## src/sv/btwt_pkg.sv

```systemverilog
// shared types and constants of the busy time window tracker
package btwt_pkg;

	localparam int TIME_W    = 63;
	localparam int CFG_W     = 30;
	localparam int LEN_W     = 31;
	localparam int SUM_W     = 32;
	localparam int CFG_IDX_W = 2;

	localparam logic [CFG_IDX_W-1:0] CFG_WINDOW = 2'd0;
	localparam logic [CFG_IDX_W-1:0] CFG_BUCKET = 2'd1;

	localparam logic [CFG_W-1:0]  WINDOW_RST = 30'd100000000;
	localparam logic [CFG_W-1:0]  BUCKET_RST = 30'd50000000;
	localparam logic [LEN_W-1:0]  LEN_MAX    = {LEN_W{1'b1}};
	localparam logic [SUM_W-1:0]  SUM_MAX    = {SUM_W{1'b1}};
	localparam logic [TIME_W-1:0] TIME_MAX   = {TIME_W{1'b1}};

	// one stored period
	typedef struct packed {
		logic [TIME_W-1:0] end_ns;
		logic [LEN_W-1:0]  len;
		logic [LEN_W-1:0]  busy;
	} period_t;

	typedef enum logic [3:0] {
		ST_IDLE,
		ST_ELAP,
		ST_CLAMP,
		ST_START,
		ST_TEST,
		ST_WRITE,
		ST_EV_RD,
		ST_EV_CMP,
		ST_SUM,
		ST_DONE
	} btwt_state_t;

	// controller to datapath
	typedef struct packed {
		logic accept;
		logic calc_elapsed;
		logic clamp;
		logic calc_start;
		logic test_join;
		logic write_upd;
		logic rd_oldest;
		logic ev_cmp;
		logic sum_init;
		logic sum_step;
		logic done;
	} btwt_cmd_t;

	// datapath to controller
	typedef struct packed {
		logic count_zero;
		logic evict;
		logic sum_done;
	} btwt_stat_t;

endpackage

```

## src/sv/busy_time_window_tracker.sv

```systemverilog
// top level of the busy time window tracker
//
// usage:
// - item channel: drive now_ns and busy_req with start high; the item is
//   taken at a rising edge where start is high and busy is low. busy stays
//   high from the cycle after that edge until the result has been shown.
// - result channel: done is high for exactly one cycle, and window_total_ns,
//   window_busy_ns, busy_total_ns and check_time_ns are valid in that cycle.
//   there is no back-pressure; the receiver takes the result as it comes.
// - configuration: cfg_valid/cfg_ready write channel, cfg_index selects the
//   register (0 window length, 1 bucket span), cfg_data is the value. ready
//   is always high; write only while busy is low. other indexes are ignored.
// - an item passes the elapsed, clamp, coalesce test (skipped when the store
//   is empty on arrival), write, eviction and sum steps; no new item is taken
//   before done. the next item can be taken the cycle after done, so the rate is
//   set by the single-port period ring: each eviction check costs a read and
//   a compare, and the window sums read one period per cycle.
// - reset (arst_n low) clears the controller, the period count, the running
//   busy total and the last check time, and loads the register defaults.
//   period entries are not cleared; only counted entries are ever used.
module busy_time_window_tracker
	import btwt_pkg::*;
#(
	parameter int MAX_PERIODS = 8
) (
	input  logic                 clk,
	input  logic                 arst_n,
	// item channel
	input  logic                 start,
	output logic                 busy,
	input  logic [TIME_W-1:0]    now_ns,
	input  logic                 busy_req,
	// result channel
	output logic                 done,
	output logic [SUM_W-1:0]     window_total_ns,
	output logic [SUM_W-1:0]     window_busy_ns,
	output logic [TIME_W-1:0]    busy_total_ns,
	output logic [TIME_W-1:0]    check_time_ns,
	// configuration write channel
	input  logic                 cfg_valid,
	output logic                 cfg_ready,
	input  logic [CFG_IDX_W-1:0] cfg_index,
	input  logic [CFG_W-1:0]     cfg_data
);

	btwt_cmd_t  cmd;
	btwt_stat_t stat;

	// registers are plain flops, so a write always lands at once
	assign cfg_ready = 1'b1;

	// sequencer: walks elapsed, coalesce or push, eviction and summing
	btwt_ctrl u_ctrl (
		.clk    (clk),
		.arst_n (arst_n),
		.start  (start),
		.stat   (stat),
		.cmd    (cmd),
		.busy   (busy)
	);

	// period ring, running totals and window sums
	btwt_dp #(
		.MAX_PERIODS (MAX_PERIODS)
	) u_dp (
		.clk             (clk),
		.arst_n          (arst_n),
		.cmd             (cmd),
		.stat            (stat),
		.cfg_we          (cfg_valid & cfg_ready),
		.cfg_index       (cfg_index),
		.cfg_data        (cfg_data),
		.now_ns          (now_ns),
		.busy_req        (busy_req),
		.window_total_ns (window_total_ns),
		.window_busy_ns  (window_busy_ns),
		.busy_total_ns   (busy_total_ns),
		.check_time_ns   (check_time_ns)
	);

	// result strobe comes from the final controller step
	assign done = cmd.done;

endmodule

```

## src/sv/btwt_ctrl.sv

```systemverilog
// sequencing state machine of the busy time window tracker
module btwt_ctrl
	import btwt_pkg::*;
(
	input  logic       clk,
	input  logic       arst_n,
	input  logic       start,
	input  btwt_stat_t stat,
	output btwt_cmd_t  cmd,
	output logic       busy
);

	btwt_state_t state_q;
	btwt_state_t state_d;

	always_ff @(posedge clk or negedge arst_n) begin
		if (!arst_n) begin
			state_q <= ST_IDLE;
		end else begin
			state_q <= state_d;
		end
	end

	always_comb begin
		state_d = state_q;
		case (state_q)
			ST_IDLE: begin
				if (start) begin
					state_d = ST_ELAP;
				end
			end
			ST_ELAP:  state_d = ST_CLAMP;
			ST_CLAMP: begin
				state_d = stat.count_zero ? ST_WRITE : ST_START;
			end
			ST_START: state_d = ST_TEST;
			ST_TEST:  state_d = ST_WRITE;
			ST_WRITE: state_d = ST_EV_RD;
			ST_EV_RD: begin
				state_d = stat.count_zero ? ST_SUM : ST_EV_CMP;
			end
			ST_EV_CMP: begin
				state_d = stat.evict ? ST_EV_RD : ST_SUM;
			end
			ST_SUM: begin
				if (stat.sum_done) begin
					state_d = ST_DONE;
				end
			end
			ST_DONE: state_d = ST_IDLE;
			default: state_d = ST_IDLE;
		endcase
	end

	always_comb begin
		cmd = '0;
		case (state_q)
			ST_IDLE:  cmd.accept = start;
			ST_ELAP:  cmd.calc_elapsed = 1'b1;
			ST_CLAMP: cmd.clamp = 1'b1;
			ST_START: cmd.calc_start = 1'b1;
			ST_TEST:  cmd.test_join = 1'b1;
			ST_WRITE: cmd.write_upd = 1'b1;
			ST_EV_RD: begin
				cmd.rd_oldest = !stat.count_zero;
				cmd.sum_init  = stat.count_zero;
			end
			ST_EV_CMP: begin
				cmd.ev_cmp   = 1'b1;
				cmd.sum_init = !stat.evict;
			end
			ST_SUM:  cmd.sum_step = 1'b1;
			ST_DONE: cmd.done = 1'b1;
			default: cmd = '0;
		endcase
	end

	assign busy = (state_q != ST_IDLE);

endmodule

```

## src/sv/btwt_dp.sv

```systemverilog
// datapath of the busy time window tracker: period ring, counters, arithmetic
module btwt_dp
	import btwt_pkg::*;
#(
	parameter int MAX_PERIODS = 8
) (
	input  logic                 clk,
	input  logic                 arst_n,
	input  btwt_cmd_t            cmd,
	output btwt_stat_t           stat,
	input  logic                 cfg_we,
	input  logic [CFG_IDX_W-1:0] cfg_index,
	input  logic [CFG_W-1:0]     cfg_data,
	input  logic [TIME_W-1:0]    now_ns,
	input  logic                 busy_req,
	output logic [SUM_W-1:0]     window_total_ns,
	output logic [SUM_W-1:0]     window_busy_ns,
	output logic [TIME_W-1:0]    busy_total_ns,
	output logic [TIME_W-1:0]    check_time_ns
);

	localparam int SW = (MAX_PERIODS > 1) ? $clog2(MAX_PERIODS) : 1;
	localparam int CW = $clog2(MAX_PERIODS + 1);
	localparam logic [SW-1:0] LAST_SLOT = SW'(MAX_PERIODS - 1);
	localparam logic [CW-1:0] FULL_CNT  = CW'(MAX_PERIODS);

	function automatic logic [SW-1:0] slot_inc(input logic [SW-1:0] s);
		return (s == LAST_SLOT) ? '0 : s + 1'b1;
	endfunction

	period_t mem [MAX_PERIODS];

	// control state
	logic [CFG_W-1:0]  window_q;
	logic [CFG_W-1:0]  bucket_q;
	logic [CW-1:0]     count_q;
	logic [SW-1:0]     oldest_q;
	logic [SW-1:0]     newest_q;
	logic [TIME_W-1:0] last_check_q;
	logic              prev_busy_q;
	logic [TIME_W-1:0] busy_total_q;
	logic [SW-1:0]     sweep_ptr_q;
	logic [CW-1:0]     sweep_left_q;
	logic              sweep_pend_q;

	// payload registers
	logic [TIME_W-1:0] now_q;
	logic              req_q;
	logic [TIME_W-1:0] elapsed_q;
	logic [CFG_W-1:0]  clamp_q;
	logic [CFG_W-1:0]  busy_part_q;
	logic [TIME_W-1:0] start_q;
	logic              join_q;
	period_t           rdata_q;
	logic [SUM_W-1:0]  sum_total_q;
	logic [SUM_W-1:0]  sum_busy_q;

	// combinational helpers
	logic              rd_en;
	logic [SW-1:0]     rd_addr;
	logic              wr_en;
	logic [SW-1:0]     wr_addr;
	period_t           wr_data;
	logic              full;
	logic [TIME_W:0]   bt_sum;
	logic [LEN_W:0]    join_len;
	logic [LEN_W:0]    join_busy;
	logic [TIME_W:0]   ev_diff;
	logic [TIME_W:0]   tst_diff;
	logic [SUM_W:0]    acc_total;
	logic [SUM_W:0]    acc_busy;

	assign full = (count_q == FULL_CNT);

	always_comb begin
		rd_en   = 1'b0;
		rd_addr = newest_q;
		if (cmd.clamp) begin
			rd_en   = 1'b1;
			rd_addr = newest_q;
		end else if (cmd.rd_oldest) begin
			rd_en   = 1'b1;
			rd_addr = oldest_q;
		end else if (cmd.sum_step && sweep_left_q != '0) begin
			rd_en   = 1'b1;
			rd_addr = sweep_ptr_q;
		end
	end

	assign join_len  = {1'b0, rdata_q.len} + {2'b0, clamp_q};
	assign join_busy = {1'b0, rdata_q.busy} + {2'b0, busy_part_q};

	always_comb begin
		wr_en = cmd.write_upd;
		if (join_q) begin
			wr_addr        = newest_q;
			wr_data.end_ns = now_q;
			wr_data.len    = join_len[LEN_W] ? LEN_MAX : join_len[LEN_W-1:0];
			wr_data.busy   = join_busy[LEN_W] ? LEN_MAX : join_busy[LEN_W-1:0];
		end else begin
			wr_addr        = (count_q == '0) ? oldest_q : slot_inc(newest_q);
			wr_data.end_ns = now_q;
			wr_data.len    = {1'b0, clamp_q};
			wr_data.busy   = {1'b0, busy_part_q};
		end
	end

	always_ff @(posedge clk) begin
		if (wr_en) begin
			mem[wr_addr] <= wr_data;
		end
		if (rd_en) begin
			rdata_q <= mem[rd_addr];
		end
	end

	assign bt_sum    = {1'b0, busy_total_q} + {1'b0, elapsed_q};
	assign ev_diff   = {1'b0, now_q} - {1'b0, rdata_q.end_ns};
	assign tst_diff  = {1'b0, now_q} - {1'b0, start_q};
	assign acc_total = {1'b0, sum_total_q} + {2'b0, rdata_q.len};
	assign acc_busy  = {1'b0, sum_busy_q} + {2'b0, rdata_q.busy};

	assign stat.count_zero = (count_q == '0);
	assign stat.evict      = !ev_diff[TIME_W]
		&& (ev_diff[TIME_W-1:0] > {{(TIME_W-CFG_W){1'b0}}, window_q});
	assign stat.sum_done   = (sweep_left_q == '0) && !sweep_pend_q;

	// control state
	always_ff @(posedge clk or negedge arst_n) begin
		if (!arst_n) begin
			window_q     <= WINDOW_RST;
			bucket_q     <= BUCKET_RST;
			count_q      <= '0;
			oldest_q     <= '0;
			newest_q     <= '0;
			last_check_q <= '0;
			prev_busy_q  <= 1'b0;
			busy_total_q <= '0;
			sweep_ptr_q  <= '0;
			sweep_left_q <= '0;
			sweep_pend_q <= 1'b0;
		end else begin
			if (cfg_we) begin
				case (cfg_index)
					CFG_WINDOW: window_q <= cfg_data;
					CFG_BUCKET: bucket_q <= cfg_data;
					default: ;
				endcase
			end
			if (cmd.clamp && req_q) begin
				busy_total_q <= bt_sum[TIME_W] ? TIME_MAX : bt_sum[TIME_W-1:0];
			end
			if (cmd.write_upd && !join_q) begin
				newest_q <= wr_addr;
				if (full) begin
					oldest_q <= slot_inc(oldest_q);
				end else begin
					count_q <= count_q + 1'b1;
				end
			end
			if (cmd.ev_cmp && stat.evict) begin
				oldest_q <= slot_inc(oldest_q);
				count_q  <= count_q - 1'b1;
			end
			if (cmd.sum_init) begin
				sweep_ptr_q  <= oldest_q;
				sweep_left_q <= count_q;
				sweep_pend_q <= 1'b0;
			end else if (cmd.sum_step) begin
				sweep_pend_q <= (sweep_left_q != '0);
				if (sweep_left_q != '0) begin
					sweep_ptr_q  <= slot_inc(sweep_ptr_q);
					sweep_left_q <= sweep_left_q - 1'b1;
				end
			end
			if (cmd.done) begin
				last_check_q <= now_q;
				prev_busy_q  <= req_q;
			end
		end
	end

	// payload
	always_ff @(posedge clk) begin
		if (cmd.accept) begin
			now_q <= now_ns;
			req_q <= busy_req;
		end
		if (cmd.calc_elapsed) begin
			elapsed_q <= (now_q > last_check_q) ? now_q - last_check_q : '0;
		end
		if (cmd.clamp) begin
			join_q <= 1'b0;
			if (elapsed_q > {{(TIME_W-CFG_W){1'b0}}, window_q}) begin
				clamp_q     <= window_q;
				busy_part_q <= prev_busy_q ? window_q : '0;
			end else begin
				clamp_q     <= elapsed_q[CFG_W-1:0];
				busy_part_q <= prev_busy_q ? elapsed_q[CFG_W-1:0] : '0;
			end
		end
		if (cmd.calc_start) begin
			start_q <= (rdata_q.end_ns > {{(TIME_W-LEN_W){1'b0}}, rdata_q.len})
				? rdata_q.end_ns - {{(TIME_W-LEN_W){1'b0}}, rdata_q.len} : '0;
		end
		if (cmd.test_join) begin
			// a start ahead of now counts as zero time since start
			join_q <= ((tst_diff[TIME_W] ? '0 : tst_diff[TIME_W-1:0])
				< {{(TIME_W-CFG_W){1'b0}}, bucket_q});
		end
		if (cmd.sum_init) begin
			sum_total_q <= '0;
			sum_busy_q  <= '0;
		end else if (cmd.sum_step && sweep_pend_q) begin
			sum_total_q <= acc_total[SUM_W] ? SUM_MAX : acc_total[SUM_W-1:0];
			sum_busy_q  <= acc_busy[SUM_W] ? SUM_MAX : acc_busy[SUM_W-1:0];
		end
	end

	assign window_total_ns = sum_total_q;
	assign window_busy_ns  = sum_busy_q;
	assign busy_total_ns   = busy_total_q;
	assign check_time_ns   = now_q;

endmodule

```

## config.mk

```make
export PLATFORM = sky130hd
export DESIGN_NAME = busy_time_window_tracker
export DESIGN_NICKNAME = d
export VERILOG_FILES = /design/src/sv/btwt_pkg.sv /design/src/sv/busy_time_window_tracker.sv /design/src/sv/btwt_ctrl.sv /design/src/sv/btwt_dp.sv
export SDC_FILE = /design/constraint.sdc
export NUM_CORES = 2
export LEC_CHECK = 0
export BUFFER_PORTS_ARGS = -buffer_cell sky130_fd_sc_hd__clkbuf_2
export CORE_ASPECT_RATIO = 0.9
export CORE_MARGIN = 5
export CORE_UTILIZATION = 57
export CTS_CLUSTER_DIAMETER = 120
export DETAILED_ROUTE_END_ITERATION = 12
export PLACE_DENSITY = 0.74
export SETUP_SLACK_MARGIN = 0.1
export SYNTH_ARGS = -nofsm -noshare
export SYNTH_HDL_FRONTEND = slang
export SYNTH_SLANG_ARGS = --single-unit
```

## constraint.sdc

```tcl
create_clock -name clk -period 11.92 [get_ports clk]
set_clock_uncertainty 0.1 [all_clocks]
set_input_delay 2.384 -clock clk [delete_from_list [all_inputs] [get_ports clk]]
set_output_delay 2.384 -clock clk [all_outputs]
set_load 0.005 [all_outputs]
```

==> out/metrics.cfg <==
[detailed_routing]
drtPass1Iterations = 6
dr_total_vias = 67920
final_antenna_net_count = 0
vias_per_cell = 6.184
drcViolationCount = 0
wl_per_cell_um = 23.76
routed_wl_mm = 260.9
drt_iter0_drc = 7918

[timing]
setup_viol = 0
max_freq_ghz = 0.1208
setup_ws_ns = 3.640
rsz0062_at_grt = no
min_period_ns = 8.280
final_hold_viol_count = 0
fin_setup_tns_ns = 0
final.period_utilization = 0.6946
slew_headroom = 0.1238
worst_pin_slew_ns = 1.314
finalMaxSlewViolations = 0

[min_path]
hold_path_class = reg -> reg
min_from = u_dp.bucket_q[27]$_DFFE_PN0P_

[setup_path]
end_kind = register
cp_max_fo = 30
r2r_setup_slack_ns = 3.64
crit_path_start_kind = register
crit_type = reg -> reg
r2r-start = u_dp.check_time_ns[4]$_DFFE_PP_
critPathLaunch = u_dp.check_time_ns[4]$_DFFE_PP_
crit_arrival_ns = 8.85
crit_required_ns = 12.49

[clock_tree]
clock_latency_ns = 0.84
cts_tree = yes
cts_sinks = 1649
hold_buffers = 0
htree_levels = 4
path_clk_slew_ns = 0.07
clk_root_buffer_cell = clkbuf_16
cts_made_buffers = 171
cts_resized = 0
clock_path_buffers = 3
cts_setup_buffers = 0

[logic_synthesis]
synthArstFlopShare = 0.1267
yosys_warnings = 0
netlist_area_mm2 = 0.08837
syn_nets = 9229
synth_edf_count = 1376
yosysUniqueCellTypes = 106
syn_inst = 8616
avgSynthCellArea_um2 = 10.26
ys.flop_type = edfxtp_1
yosys_register_bits = 1649
yosysSeqAreaShare = 0.5416

[run]
max_cap_viol_count = 0

[finish]
finish.utilization = 0.6307
final_common_cell = nand2_1
fin_nets = 9356
layout_common_cells = nand2_1 (1,578), edfxtp_1 (1,376), nand3_1 (730)
stdcell_count = 10980
final_layout_size_suffix_gt1_frac = 0.09512
syn_to_final_growth_pct = 10.35

[global_route]
groute.usage.overall = 0.3128
grt_pass1_wl_mm = 390.4
grt_pass1_vias = 65170
grt_max_degree = 208
antenna_found_initial = 10
gr-total-overflow = 0

[placement]
gp_congestion = 1.013
dp.cells = 10660
dp_hpwl_mm = 181.7
io_buffers = 291
dp_slack_ns = 3.954

[pwr]
power.density_mw_per_mm2 = 301.9
p_total_uw = 29440
ir_drop_uv = 346.0
power_leakage_uw = 0.03851

[die]
core_mm2 = 0.1546
die_h_um = 383.5
std_cell_rows = 137
dieWidth_um = 425.1
ios = 293
die_area_mm2 = 0.1630
start_util = 0.5716

[run_status]
outcome = completed

## state kept, by name (all words and copies together), names as in the netlist
| signal | count |
|---|---|
| u_dp.rdata_q | 125 |
| u_dp.elapsed_q | 63 |
| u_dp.check_time_ns | 63 |
| u_dp.bucket_q | 30 |
| u_dp.sweep_ptr_q | 3 |
| u_dp.count_q | 4 |
| u_dp.prev_busy_q | 1 |
| u_dp.clamp_q | 30 |
| u_dp.mem | 1000 |
| u_dp.newest_q | 3 |
| u_dp.window_busy_ns | 32 |
| u_dp.join_q | 1 |
| u_ctrl.state_q | 4 |
| u_dp.busy_total_ns | 63 |
| u_dp.req_q | 1 |
| u_dp.busy_part_q | 30 |
| u_dp.window_total_ns | 32 |
| u_dp.last_check_q | 63 |
| u_dp.window_q | 30 |
| u_dp.start_q | 63 |
| u_dp.sweep_pend_q | 1 |
| u_dp.oldest_q | 3 |
| u_dp.sweep_left_q | 4 |
## stage by stage
step / hold slack (ns) / instance area, um2
2_1_floorplan: 0.3794 / 88370
3_3_place_gp: 0.3889 / 91480
3_5_place_dp: 0.3979 / 91480
4_1_cts: 0.4118 / 97510
5_1_grt: 0.4168 / 97510
6_report: 0.4153 / 97520
## where the power goes
| group | internal (uW) | total, uW | switching (uW) |
|---|---|---|---|
| registers | 8350 | 9400 | 1050 |
| clock network | 3330 | 5670 | 2340 |
| logic | 5090 | 14400 | 9290 |
| total | 16800 | 29400 | 12700 |
## critical path, cell delays in order (launching register included)
cell and delay (ns):
edfxtp_1 0.61, ha_1 0.46, a21o_1 0.23, and3_1 0.20
o31ai_1 0.59, o21a_1 0.29, o21ai_0 0.31, o211a_1 0.38
o31ai_1 0.31, a21oi_1 0.12, nand2b_1 0.23, a211o_1 0.31
a21oi_2 0.14, buf_4 0.32, nor2_1 0.10, ha_1 0.30
a21o_1 0.16, a211oi_1 0.36, a2111oi_2 0.25, nor4_1 0.40
o2111ai_1 0.16, or4_1 0.49, a211oi_1 0.27, o2111ai_1 0.15
nor4_1 0.42, nand2_1 0.21, o21ai_0 0.19
## cells by family after synthesis
logic type | share of synthesized area
fa+ha+maj | 0.07348
flops | 0.5416
buf+inv | 0.04005
compound gates | 0.1293
simple gates | 0.1710
mux | 0.01144
xor+xnor | 0.03300
other cells | 0.00004243
## routing by layer
layer	GRT usage	up-vias	part of all wire
met5	0	-	0.000034
met4	0.1299	2	0.045
met3	0.06192	463	0.098
met2	0.4862	3011	0.45
met1	0.4332	33050	0.41
li1	-	31400	-
## area by class of cell
| class | count | area (um2) |
|---|---|---|
| clock buffers | 241 | 4836 |
| repair buffers | 392 | 2275 |
| multi-input cells | 6109 | 37150 |
| fillers | 12200 | 57100 |
| diodes | 5 | 12.51 |
| inverters | 420 | 1577 |
| flip-flops and latches | 1649 | 47860 |
| well taps | 2085 | 2609 |
| clock inverters | 83 | 1195 |
## synth_stat cells (32+ instances only)
cell | number | area, um2
nand2_1 | 1581 | 5934
nand3_1 | 730 | 3654
a31oi_1 | 47 | 294.0
o21bai_1 | 55 | 412.9
a211oi_1 | 95 | 713.2
clkbuf_1 | 309 | 1160
nand4_1 | 98 | 613.1
nor2b_1 | 62 | 387.9
inv_1 | 419 | 1573
dfxtp_1 | 64 | 1281
dfrtp_1 | 185 | 4629
nand2b_1 | 58 | 362.9
and2_1 | 52 | 325.3
ha_1 | 503 | 6294
o22a_1 | 69 | 604.3
mux2_2 | 65 | 732.0
o22ai_1 | 37 | 231.5
buf_4 | 65 | 488.0
o21ai_0 | 474 | 2372
a21oi_1 | 425 | 2127
and3_1 | 46 | 287.8
edfxtp_1 | 1376 | 41320
nor2_1 | 497 | 1866
nor3_1 | 130 | 650.6
xnor2_1 | 212 | 1857
buf_1 | 35 | 131.4
xor2_1 | 121 | 1060
a21o_1 | 210 | 1577
nor4_1 | 32 | 200.2
o21a_1 | 71 | 533.0
## path summary, 6_finish.rpt
| path | end | depth (start not counted) |
|---|---|---|
| max | u_dp.join_q$_SDFFCE_PN0P_ | 26 |
| max in group asynchronous | u_dp.window_q[1]$_DFFE_PN0P_ | 2 |
| min | u_dp.bucket_q[27]$_DFFE_PN0P_ | 1 |
| min reg2reg | u_dp.bucket_q[27]$_DFFE_PN0P_ | 1 |
| min in group asynchronous | u_dp.last_check_q[43]$_DFFE_PN0P_ | 1 |
| max reg2reg | u_dp.join_q$_SDFFCE_PN0P_ | 26 |
Note: power is estimated with default switching activity, not from simulation.
